**src/sv/iolh_pkg.sv**
```systemverilog
// iolh_pkg: shared types, codes and helpers for the latency histogram
// no dependencies
`timescale 1ns / 1ps
package iolh_pkg;

    localparam int TABLE_ENTRIES = 1024;
    localparam int HIST_BUCKETS  = 32;
    localparam int SLOT_W        = $clog2(TABLE_ENTRIES);
    localparam int BKT_W         = 5;
    localparam int LAT_W         = 55;
    localparam int QUEUE_DEPTH   = 2;

    typedef enum logic [1:0] {
        OP_ISSUE    = 2'd0,
        OP_COMPLETE = 2'd1,
        OP_READ     = 2'd2,
        OP_NONE     = 2'd3
    } opcode_t;

    typedef enum logic [2:0] {
        ST_STORED    = 3'd0,
        ST_DROPPED   = 3'd1,
        ST_COUNTED   = 3'd2,
        ST_UNMATCHED = 3'd3,
        ST_READ      = 3'd4
    } status_t;

    // command from the front part to the back part
    typedef struct packed {
        opcode_t          op;
        logic [63:0]      key;
        logic [63:0]      time_ns;
        logic [BKT_W-1:0] read_index;
    } cmd_t;

    typedef struct packed {
        status_t          status;
        logic [BKT_W-1:0] bucket;
        logic [LAT_W-1:0] latency_us;
        logic [63:0]      bucket_count;
    } result_t;

    typedef enum logic [3:0] {
        BK_CLEAR,
        BK_IDLE,
        BK_SCAN,
        BK_ACCESS,
        BK_RDWAIT,
        BK_DIV,
        BK_LOG,
        BK_CNTRD,
        BK_CNTWR,
        BK_OUT
    } back_state_t;

    // floor log2 capped at 31, zero for 0 and 1
    function automatic logic [BKT_W-1:0] log2_bucket(input logic [LAT_W-1:0] v);
        logic [BKT_W-1:0] b;
        b = '0;
        if (|v[LAT_W-1:31]) begin
            b = 5'd31;
        end else begin
            for (int i = 1; i < 31; i++) begin
                if (v[i]) begin
                    b = BKT_W'(i);
                end
            end
        end
        return b;
    endfunction

endpackage

```
**src/sv/iolh_front.sv**
```systemverilog
// iolh_front: accepts items, drops unused opcodes, queues commands
// depends on iolh_pkg
`timescale 1ns / 1ps
module iolh_front (
    input  logic          aclk,
    input  logic          aresetn,
    input  logic          s_tvalid,
    output logic          s_tready,
    input  logic [135:0]  s_tdata,
    output logic          q_valid,
    input  logic          q_pop,
    output iolh_pkg::cmd_t q_cmd
);
    import iolh_pkg::*;

    localparam int PTR_W = $clog2(QUEUE_DEPTH);

    cmd_t             queue_reg [QUEUE_DEPTH];
    logic [PTR_W-1:0] wr_ptr_reg, wr_ptr_next;
    logic [PTR_W-1:0] rd_ptr_reg, rd_ptr_next;
    logic [PTR_W:0]   fill_reg, fill_next;
    cmd_t             in_cmd;
    logic             push;

    // classify the incoming item
    always_comb begin
        in_cmd.op         = opcode_t'(s_tdata[1:0]);
        in_cmd.key        = {s_tdata[33:2], s_tdata[65:34]};
        in_cmd.time_ns    = s_tdata[129:66];
        in_cmd.read_index = s_tdata[134:130];
    end

    assign s_tready = (fill_reg != (PTR_W+1)'(QUEUE_DEPTH));
    assign push     = s_tvalid && s_tready && (in_cmd.op != OP_NONE);
    assign q_valid  = (fill_reg != '0);
    assign q_cmd    = queue_reg[rd_ptr_reg];

    // pointer and fill update
    always_comb begin
        wr_ptr_next = push ? wr_ptr_reg + 1'b1 : wr_ptr_reg;
        rd_ptr_next = q_pop ? rd_ptr_reg + 1'b1 : rd_ptr_reg;
        fill_next   = fill_reg + (PTR_W+1)'(push) - (PTR_W+1)'(q_pop);
    end

    always_ff @(posedge aclk) begin
        if (!aresetn) begin
            wr_ptr_reg <= '0;
            rd_ptr_reg <= '0;
            fill_reg   <= '0;
        end else begin
            wr_ptr_reg <= wr_ptr_next;
            rd_ptr_reg <= rd_ptr_next;
            fill_reg   <= fill_next;
        end
    end

    always_ff @(posedge aclk) begin
        if (push) begin
            queue_reg[wr_ptr_reg] <= in_cmd;
        end
    end

    // queue never overflows or underflows
    assert property (@(posedge aclk) disable iff (!aresetn)
        fill_reg <= (PTR_W+1)'(QUEUE_DEPTH)) else $error("queue overfill");
    assert property (@(posedge aclk) disable iff (!aresetn)
        q_pop |-> q_valid) else $error("pop from empty queue");
    assert property (@(posedge aclk) disable iff (!aresetn)
        (fill_reg == '0) |-> (wr_ptr_reg == rd_ptr_reg)) else $error("pointer skew");

endmodule

```
**config.mk**
```make
export PLATFORM = sky130hd
export DESIGN_NAME = iolh_front
export DESIGN_NICKNAME = d
export VERILOG_FILES = /design/src/sv/iolh_pkg.sv /design/src/sv/iolh_front.sv
export SDC_FILE = /design/constraint.sdc
export NUM_CORES = 1
export LEC_CHECK = 0
export BUFFER_PORTS_ARGS = -buffer_cell sky130_fd_sc_hd__buf_2
export CAP_MARGIN = 0
export CORE_MARGIN = 4
export CORE_UTILIZATION = 43
export DETAILED_ROUTE_END_ITERATION = 10
export GPL_ROUTABILITY_DRIVEN = 1
export GPL_TIMING_DRIVEN = 0
export PLACE_DENSITY = 0.73
export REMOVE_ABC_BUFFERS = 1
export SLEW_MARGIN = 15
export SYNTH_ARGS = -nofsm -noshare
export SYNTH_HDL_FRONTEND = slang
export SYNTH_SLANG_ARGS = --single-unit
```
**constraint.sdc**
```tcl
create_clock -name aclk -period 10.1 [get_ports aclk]
set_clock_uncertainty 0.2 [all_clocks]
set_input_delay 1.01 -clock aclk [delete_from_list [all_inputs] [get_ports aclk]]
set_output_delay 1.01 -clock aclk [all_outputs]
set_load 0.01 [all_outputs]
```
==> metrics.md, run 1 <==
| Metric | Value |
|---|---|
| Post-DP HPWL | 13100 um |
| Status | complete, no violations |
| Post-route ant nets | 0 |
| RSZ-0062 raised after global routing | false |
| Sequential area share after synthesis | 80.6% |
| Total chip power | 2.70 mW |
| Total GRT Usage | 14.2% |
| Sequential share of power | 51.6% |
| Critical-path maximum fanout | 44 |
| Critical Path End Type | output port |
| Internal power | 2.09 mW |
| Syn Inst Count | 448 |
| Least-Margin Pin Slew | 0.777 ns |
| Top-count cell post-synth | edfxtp_1 |
| HP Class | reg2reg |
| Initial antenna violation count | 7 |
| Number of buffers added on ports | 275 |
| Avg WL per Cell | 18.0 um |
| Share of the synthesized area in the top cell type | 79.6% |
| Grt ovf | 0 |
| Top cells by count, synth | edfxtp_1 (270), mux2_2 (86), mux2_4 (50) |
| Final Cycle Share | 33.4% |
| Clock Tree Root | clkbuf_16 |
| Sw power | 610 uW |
| Clock power share | 34.4% |
| Routed wire length | 19500 um |
| Switching portion of total power | 22.6% |
| Hold-fix buffers at CTS | 0 |
| Max Clk Rate | 296 MHz |
| Yosys warnings | 0 |
| Sum of negative setup slack | 0 ns |
| Post-route setup slack | 6.72 ns |
| Initial Utilization | 43.5% |
| Post-synth EDFFs | 270 |
| Final nets | 889 |
| Largest register FFs | 270 |
| Num rows | 56 |
| Max-slew violations | 0 |
| Layout Cells excl Fill | 1086 |
| Top cells by area, synth | edfxtp_1 (80%), mux2_2 (9.5%), mux2_4 (7.4%), dfxtp_1 (0.98%), buf_6 (0.77%) |
| Syn Area/Cell | 22.7 sq um |
| WP data arrival | 2.17 ns |
| Vias | 5129 |
| Pleak | 4.88 nW |
| Cell Pwr Density | 209 nW/um^2 |
| Vias in the first global route | 5450 |
| First-pass GRT wire length | 29400 um |
| Drt pass-1 iters | 4 |
| Die Wd | 162 um |
| Worst vdd ir | 0.000146 V |
| Synth Register Bits | 275 |
| Netlist cell types | 18 |
| Clock Sinks | 275 |
| Max-cap violations | 0 |
| H-tree levels | 1 |
| TritonCTS Buffers | 29 |
| Mapped Area | 10200 sq um |
| CTS tree | built |
| Die area | 26200 sq um |
| Ports | 277 |
| Clock transition at the registers of the reported paths | 0.06 ns |
| Number of cells after detailed placement | 1036 |
| Startpoint types | flop |
| Longest Clk Path Bufs | 3 |
| # Post-CTS Setup Buffers | 0 |
| Setup CP Type | reg2out |
| Drc violations | 0 |
| Async S/R FF share, synth | 0% |
| Top FF cell, synth | edfxtp_1 |
| Die Y | 162 um |
| GPL Wtd Cong | 0.733 |
| Slew HR | 48.1% |
| Min Clock Period, post-route | 3.38 ns |
| Share of cells above drive strength 1 | 60.4% |
| Largest net degree at the start of global routing | 75 |
| Combinational Power Share | 13.9% |
| Pre-CTS WS | 6.82 ns |
| Yosys top cell by area | edfxtp_1 |
| Worst-Skew Late Latency | 0.52 ns |
| Initial DRC count | 224 |
| Final hold vios | 0 |
| Core Box Area | 23400 sq um |
| Final setup viols | 0 |
| Layout Area Growth over Synthesis | 26.8% |
| WP data required | 8.89 ns |
| Vias per cell | 4.72 |
| # resized after CTS | 0 |
-- final cells by class --
class	count	area [sq um]
Antenna cell	4	10.0
Clock buffer	33	741
Clock inverter	13	81.3
Fill cell	1892	10500
Inverter	4	22.5
Multi-Input combinational cell	154	1850
Sequential cell	275	8210
Tap cell	319	399
Timing Repair Buffer	284	1590
-- cells in the final DEF (no fill, tap or decap) --
cell type    n
mux2_2      86
ha_1         1
buf_2      275
clkinv_1     7
buf_16       5
dfxtp_4      1
clkbuf_16   29
inv_8        1
dfxtp_1      4
clkinv_2     5
diode_2      4
mux2_4      50
inv_1        3
or2_2        1
nor2_1       3
bufinv_16    1
buf_12       4
a21oi_1      1
a21bo_2      1
nor2_4       1
and2b_4      1
nand2b_1     1
clkbuf_1     4
or3_1        1
edfxtp_1   270
o21ai_0      2
xnor2_1      3
and2_1       2
-- per-stage QoR --
step	utilization [%]	hold slack (ns)	instance area, sq um
after detailed placement	51.6	0.287	12100
after global placement	50.6	0.278	11800
after CTS	55.1	0.295	12900
after floorplan	-	0.262	10100
after global routing	55.1	0.316	12900
final	55.1	0.297	12900
-- worst max-delay path, cell delays in order (launching register included) --
cell	delay, ns
dfxtp_4	0.51
buf_16	0.31
buf_12	0.28
mux2_2	0.37
buf_2	0.14
-- per-layer routing --
metal | routed length, um | up-vias | global-route usage, %
met5 | 29 | - | 0
met4 | 757 | 6 | 5.50
met3 | 1530 | 54 | 4.57
met2 | 9980 | 191 | 24.4
met1 | 7220 | 2498 | 16.7
li1 | - | 2380 | -
-- logic make-up after synthesis --
group | after synthesis | synth area share (%)
multiplexers | 136 | 16.9
buffers and inverters | 19 | 1.31
AND/OR/NAND/NOR | 10 | 0.553
XOR/XNOR | 3 | 0.258
AO/OA/AOI/OAI | 4 | 0.246
flip-flops | 275 | 80.6
adder cells (fa/ha/maj) | 1 | 0.123
-- power groups by stage --
| stage | clock network (mW) | registers [mW] | logic [mW] |
|---|---|---|---|
| 2_1_floorplan | 0 | 1.44 | 0.215 |
| 3_3_place_gp | 0 | 1.46 | 0.366 |
| 3_5_place_dp | 0 | 1.42 | 0.385 |
| 4_1_cts | 0.963 | 1.40 | 0.387 |
| 5_1_grt | 1.01 | 1.40 | 0.410 |
| 6_report | 0.930 | 1.40 | 0.377 |
-- path summary, 6_finish.rpt --
path / startpoint / slack (ns) / endpoint / cells past startpoint
max: flop / 6.72 / q_cmd[50] / 4
min: wr_ptr_reg$_SDFFE_PN0P_ / 0.30 / wr_ptr_reg$_SDFFE_PN0P_ / 2
max reg2reg: fill_reg[0]$_SDFF_PN0_ / 7.73 / queue_reg[0][78]$_DFFE_PP_ / 4
min reg2reg: wr_ptr_reg$_SDFFE_PN0P_ / 0.30 / wr_ptr_reg$_SDFFE_PN0P_ / 2
No activity file was read; power rests on OpenSTA's default activity.
==> run 2, diff against run 1 <==
--- a/config.mk
+++ b/config.mk
@@ -5,6 +5,7 @@
 export SDC_FILE = /design/constraint.sdc
 export NUM_CORES = 1
 export LEC_CHECK = 0
+export ABC_AREA = 1
 export BUFFER_PORTS_ARGS = -buffer_cell sky130_fd_sc_hd__buf_2
 export CAP_MARGIN = 0
 export CORE_MARGIN = 4
==> constraint.sdc (replaced) <==
create_clock -name aclk -period 3.4 [get_ports aclk]
set_clock_uncertainty 0.2 [all_clocks]
set_input_delay 0.34 -clock aclk [delete_from_list [all_inputs] [get_ports aclk]]
set_output_delay 0.34 -clock aclk [all_outputs]
set_load 0.01 [all_outputs]
==> run 2 against run 1 <==
Net effect: synthesized cell count rose by 1.3%; flip-flop and latch count did not move; worst hold slack got worse by 0.075 ns; utilization rose by 7.6 points; combinational power rose to 2.7 times the previous value; total power rose to 2.9 times the previous value.
==> metrics.md, run 2 <==
| Metric | Value |
|---|---|
| Startpoint types | flop |
| Number of cells after detailed placement | 1041 (+0.48%) |
| Vias in the first global route | 6237 (+14%) |
| Post-DP HPWL | 13400 um (+2.7%) |
| Hold depth | 5 (+3) |
| Syn Area/Cell | 22.4 sq um (-1.5%) |
| Initial DRC count | 284 (+27%) |
| Most frequent cells in the layout | buf_2 (275), edfxtp_1 (270), dlygate4sd3_1 (137) |
| Final hold vios | 0 (unchanged) |
| Clock Tree Root | clkbuf_16 |
| Fill count | 1649 (-13%) |
| WP data required | 2.86 ns (-6.03 ns) |
| Worst r2r dst | queue_reg[1][11]$_DFFE_PP_ |
| Cell Pwr Density | 549 nW/um^2 (+160%) |
| Die area | 26200 sq um (-0.19%) |
| Top FF cell, synth | edfxtp_1 |
| Largest net degree at the start of global routing | 51 (-32%) |
| Total GRT Usage | 15.7% (+1.5 points) |
| Clock transition at the registers of the reported paths | 0.06 ns (about the same) |
| Longest Clk Path Bufs | 3 (unchanged) |
| Post-synth EDFFs | 270 (unchanged) |
| Max-cap violations | 0 (unchanged) |
| Reg area | 8210 sq um (unchanged) |
| Hold-fix buffers at CTS | 137 (+137) |
| Drt pass-1 iters | 5 (+1) |
| Yosys warnings | 0 (unchanged) |
| Final setup viols | 0 (unchanged) |
| Clock Sinks | 275 (unchanged) |
| RSZ-0062 raised after global routing | false |
| Metal-1 WL | 7890 um (+9.4%) |
| Final Cycle Share | 91.6% |
| Post-route ant nets | 0 (unchanged) |
| Worst-Skew Late Latency | 0.53 ns (about the same) |
| Largest register FFs | 270 (unchanged) |
| Pleak | 5.52 nW (+13%) |
| H-tree levels | 1 (unchanged) |
| Commonest non-fill, non-tap cell in the layout | buf_2 |
| Mapped Area | 10200 sq um (-0.20%) |
| TritonCTS Buffers | 29 (unchanged) |
| Synth Register Bits | 275 (unchanged) |
| Avg WL per Cell | 17.2 um (-4.2%) |
| R2R cell count | 7 (+3) |
| Min-Delay Startpoint | s_tvalid |
| Critical-path maximum fanout | 50 (+14%) |
| CTS tree | built |
| Initial antenna violation count | 1 (-6) |
| First-pass GRT wire length | 33100 um (+13%) |
| DR top layer | met4 |
| Top cells by area, synth | edfxtp_1 (80%), mux2_2 (9.4%), mux2_4 (7.4%), dfxtp_1 (0.99%), buf_6 (0.78%) |
| Reg2reg start | fill_reg[0]$_SDFF_PN0_ |
| Sequential area share after synthesis | 80.8% (+0.16 points) |
| Top cells by count, synth | edfxtp_1 (270), mux2_2 (85), mux2_4 (50) |
| Die Y | 162 um (about the same) |
| Ports | 277 (unchanged) |
| Max-slew violations | 0 (unchanged) |
| Max Clk Rate | 321 MHz |
| Design Area, Final | 14400 sq um (+11%) |
| Vias per cell | 4.63 (-1.9%) |
| Number of buffers added on ports | 275 (unchanged) |
| Syn Inst Count | 454 (+1.3%) |
| HP Class | in2reg |
| R2R setup slack | 0.91 ns (-6.82 ns) |
| Num rows | 55 (-1.8%) |
| Status | complete, no violations |
| Placed Area | 12200 sq um (+0.85%) |
| Final nets | 1037 (+17%) |
| Least-Margin Pin Slew | 0.720 ns (-0.0566 ns) |
| # resized after CTS | 0 (unchanged) |
| Layout Area Growth over Synthesis | 41.6% |
| # Post-CTS Setup Buffers | 0 (unchanged) |
| Setup CP Type | reg2out |
| Top-count cell post-synth | edfxtp_1 |
| Share of the synthesized area in the top cell type | 79.8% (+0.16 points) |
| Async S/R FF share, synth | 0% (unchanged) |
| Critical Path End Type | output port |
| GPL Wtd Cong | 0.733 (about the same) |
| Slew HR | 52.0% (+3.9 points) |
| Initial Utilization | 44.3% (+0.84 points) |
| Layout Cells excl Fill | 1227 (+13%) |
| Min Clock Period, post-route | 3.12 ns |
| Metal3 WL | 1550 um (+1.4%) |
| Core Box Area | 22900 sq um (-2.1%) |
| Vias | 5685 (+11%) |
| Netlist cell types | 13 (-5) |
| Met2 WL post-DR | 11000 um (+10%) |
| Area of the multi-input gates | 1830 sq um (-0.88%) |
| Yosys top cell by area | edfxtp_1 |
| Worst vdd ir | 0.000558 V (+280%) |
| Routed wire length | 21100 um (+8.2%) |
| WP data arrival | 2.58 ns (+0.41 ns) |
| Share of cells above drive strength 1 | 50.5% (-9.9 points) |
| Grt ovf | 0 (unchanged) |
| Drc violations | 0 (unchanged) |
| Hold Path End | wr_ptr_reg$_SDFFE_PN0P_ |
| Die Wd | 162 um (about the same) |
[run 2: final cells by class]
type,count,share of cell area (%)
diodes,1,0.0174
flip-flops and latches,275,57.1
inverters,5,0.130
multi-input cells,159,12.7
repair buffers,426,21.5
clock inverters,10,0.531
clock buffers,38,5.28
well taps,313,2.72
[run 2: critical path: stages (launching register included)]
cell and delay (ns):
dfxtp_4 0.81, buf_16 0.34, buf_16 0.29, mux2_2 0.39, buf_2 0.14
[run 2: how the worst max path moves through the flow]
stage,from,endpoint,slack (ns),depth (start not counted)
floorplan,fill_reg[0]$_SDFF_PN0_,queue_reg[1][0]$_DFFE_PP_,-3.77,4
global placement,s_tdata[0],queue_reg[0][14]$_DFFE_PP_,-7.43,4
detailed placement,flop,q_cmd[43],0.78,4
CTS,flop,q_cmd[43],0.20,4
global route,flop,q_cmd[62],0.13,4
finish,flop,q_cmd[62],0.28,4
[run 2: per-stage QoR]
step | utilization (%) | setup TNS (ns) | hold slack, ns | power, mW | worst slack, ns
after floorplan | - | -1243.18 | 0.233 | 4.66 | -3.77
after global placement | 51.5 | -2515.76 | 0.279 | 5.08 | -7.43
after global routing | 62.8 | 0 | 0.253 | 8.22 | 0.128
final | 62.8 | 0 | 0.222 | 7.89 | 0.285
after CTS | 62.8 | 0 | 0.196 | 7.99 | 0.196
after detailed placement | 53.1 | 0 | 0.285 | 5.04 | 0.778
[run 2: logic make-up after synthesis]
group | count (synthesis) | share of synthesized area (%)
xor+xnor | 1 | 0.0862
buf+inv | 20 | 1.35
compound gates | 1 | 0.0492
simple gates | 21 | 0.800
fa+ha+maj | 1 | 0.123
mux | 135 | 16.8
flops | 275 | 80.8
[run 2: metal layers]
| layer | up-vias | GRT usage, % |
|---|---|---|
| met3 | 36 | 4.54 |
| li1 | 2683 | - |
| met2 | 202 | 28.6 |
| met5 | - | 0 |
| met1 | 2764 | 18.1 |
| met4 | 0 | 4.73 |
[run 2: report_power, final]
part / switching (mW) / internal [mW]
sequential: 0.0685 / 3.99
combinational: 0.479 / 0.549
clock: 1.18 / 1.63
total: 1.73 / 6.16
==> run 3, diff against run 2 <==
--- a/config.mk
+++ b/config.mk
@@ -13,9 +13,10 @@
 export DETAILED_ROUTE_END_ITERATION = 10
 export GPL_ROUTABILITY_DRIVEN = 1
 export GPL_TIMING_DRIVEN = 0
-export PLACE_DENSITY = 0.73
+export PLACE_DENSITY_LB_ADDON = 0.2
 export REMOVE_ABC_BUFFERS = 1
 export SLEW_MARGIN = 15
 export SYNTH_ARGS = -nofsm -noshare
 export SYNTH_HDL_FRONTEND = slang
 export SYNTH_SLANG_ARGS = --single-unit
+export TNS_END_PERCENT = 10
==> run 3 against run 2 <==
Net effect: first-iteration DRC count fell by 15%; sequential share of layout area grew 0.070 points; final cell count about the same; total power increased by 0.63%; global-route usage shrank 0.25 points; critical path type unchanged; critical endpoint is now q_cmd[33].
==> metrics.md, run 3 (synthesis results as in run 2) <==
| Metric | Value |
|---|---|
| Longest Clk Path Bufs | 3 (unchanged) |
| Largest net degree at the start of global routing | 43 (-16%) |
| Clock transition at the registers of the reported paths | 0.06 ns (about the same) |
| Critical Path End Type | output port |
| Clock Sinks | 275 (unchanged) |
| Startpoint types | flop |
| Commonest non-fill, non-tap cell in the layout | buf_2 |
| Initial Utilization | 44.3% (unchanged) |
| Avg WL per Cell | 17.1 um (-0.49%) |
| Fill count | 1672 (+1.4%) |
| RSZ-0062 raised after global routing | false |
| First-pass GRT wire length | 33000 um (-0.25%) |
| Pleak | 5.52 nW (-0.12%) |
| Initial antenna violation count | 0 (-1) |
| Hold slack | 0.282 ns (+0.0598 ns) |
| Ports | 277 (unchanged) |
| Least-Margin Pin Slew | 0.715 ns (-0.00582 ns) |
| Metal-1 WL | 8420 um (+6.7%) |
| Vias in the first global route | 6311 (+1.2%) |
| Largest register FFs | 270 (unchanged) |
| Clock Tree Root | clkbuf_16 |
| Total GRT Usage | 15.5% (-0.25 points) |
| Met2 WL post-DR | 10400 um (-5.4%) |
| Final hold vios | 0 (unchanged) |
| Share of cells above drive strength 1 | 50.3% (-0.22 points) |
| # resized after CTS | 0 (unchanged) |
| Max-slew violations | 0 (unchanged) |
| H-tree levels | 1 (unchanged) |
| Core Box Area | 22900 sq um (unchanged) |
| GPL Wtd Cong | 0.730 (-0.41%) |
| Cell Pwr Density | 553 nW/um^2 (+0.75%) |
| R2R setup slack | 0.91 ns (about the same) |
| HP Class | in2reg |
| Final setup viols | 0 (unchanged) |
| Status | complete, no violations |
| Routed wire length | 21000 um (-0.57%) |
| Post-route ant nets | 0 (unchanged) |
| WP data arrival | 2.23 ns (-0.35 ns) |
| R2R cell count | 6 (-1) |
| Setup CP Type | reg2out |
| Layout Area Growth over Synthesis | 41.4% |
| Reg2reg start | fill_reg[0]$_SDFF_PN0_ |
| Worst-Skew Late Latency | 0.52 ns (about the same) |
| Min Clock Period, post-route | 2.77 ns (-0.345 ns) |
| Drt pass-1 iters | 4 (-1) |
| Slew HR | 52.2% (+0.27 points) |
| Worst Setup EP | q_cmd[33] |
| Die Y | 162 um (unchanged) |
| Most frequent cells in the layout | buf_2 (275), edfxtp_1 (270), dlygate4sd3_1 (137) |
| Number of cells after detailed placement | 1040 (-0.096%) |
| Critical-path maximum fanout | 42 (-16%) |
| Max Clk Rate | 361 MHz (+12%) |
| Layout Cells excl Fill | 1226 (-0.081%) |
| Max-cap violations | 0 (unchanged) |
| Num rows | 55 (unchanged) |
| Worst vdd ir | 0.000542 V (-2.8%) |
| Vias | 5671 (-0.25%) |
| Number of buffers added on ports | 275 (unchanged) |
| Final nets | 1035 (-0.19%) |
| Worst r2r dst | queue_reg[1][28]$_DFFE_PP_ |
| Drc violations | 0 (unchanged) |
| Metal3 WL | 1840 um (+19%) |
| Post-DP HPWL | 13900 um (+3.2%) |
| Final Cycle Share | 81.5% (-10 points) |
| DR top layer | met4 |
| Vias per cell | 4.63 (-0.16%) |
| WP data required | 2.86 ns (about the same) |
| Die area | 26200 sq um (unchanged) |
| TritonCTS Buffers | 28 (-3.4%) |
| Die Wd | 162 um (unchanged) |
| Grt ovf | 0 (unchanged) |
| CTS tree | built |
| Initial DRC count | 241 (-15%) |
| ANT cells | 0 (-1) |
[run 3: layout make-up]
class	count	area [sq um]	share of cell area (%)
Clock buffer	38	759	5.29
Clock inverter	11	96.3	0.670
Inverter	5	18.8	0.131
Multi-Input combinational cell	159	1830	12.7
Sequential cell	275	8210	57.1
Tap cell	313	392	2.73
Timing Repair Buffer	425	3060	21.3
[run 3: through the flow]
stage               setup slack [ns]  TNS [ns]  utilization, %  power (mW)  cell area (sq um)
finish                         0.630         0            62.7        7.94              14400
global route                   0.494         0            62.7        8.29              14400
CTS                            0.560         0            62.7        8.03              14400
detailed placement             0.826         0            53.0        5.03              12100
global placement               -6.78  -2283.25            51.5        5.06              11800
floorplan                      -3.77  -1243.18               -        4.66              10000
[run 3: metal layers]
| metal | GRT usage (%) | vias to the layer above |
|---|---|---|
| met5 | 0 | - |
| met3 | 5.43 | 22 |
| met4 | 2.88 | 0 |
| li1 | - | 2676 |
| met2 | 27.1 | 208 |
| met1 | 18.8 | 2765 |
[run 3: critical path, cell delays in order, from the launching register on]
cell	delay, ns
dfxtp_4	0.59
buf_12	0.28
buf_16	0.26
mux2_2	0.37
buf_2	0.15
[run 3: repair_timing]
item	4_1_cts	5_1_grt
hold buffers	137	0
setup buffers	0	0
setup endpoints to repair	0	0
hold endpoints to repair	275	0
[run 3: worst min-delay path by stage]
stage	end	from	cells after the start
floorplan	fill_reg[0]$_SDFF_PN0_	aresetn	2
global placement	rd_ptr_reg$_SDFFE_PN0P_	rd_ptr_reg$_SDFFE_PN0P_	2
detailed placement	rd_ptr_reg$_SDFFE_PN0P_	rd_ptr_reg$_SDFFE_PN0P_	2
CTS	wr_ptr_reg$_SDFFE_PN0P_	s_tvalid	5
global route	wr_ptr_reg$_SDFFE_PN0P_	s_tvalid	5
finish	wr_ptr_reg$_SDFFE_PN0P_	s_tvalid	5
[run 3: report_power, final]
part	switching [mW]	internal (mW)	total [mW]	leakage, nW
logic	0.489	0.541	1.03	2.57
clock network	1.17	1.70	2.87	0.415
registers	0.0597	3.99	4.05	2.53
total	1.72	6.23	7.94	5.52
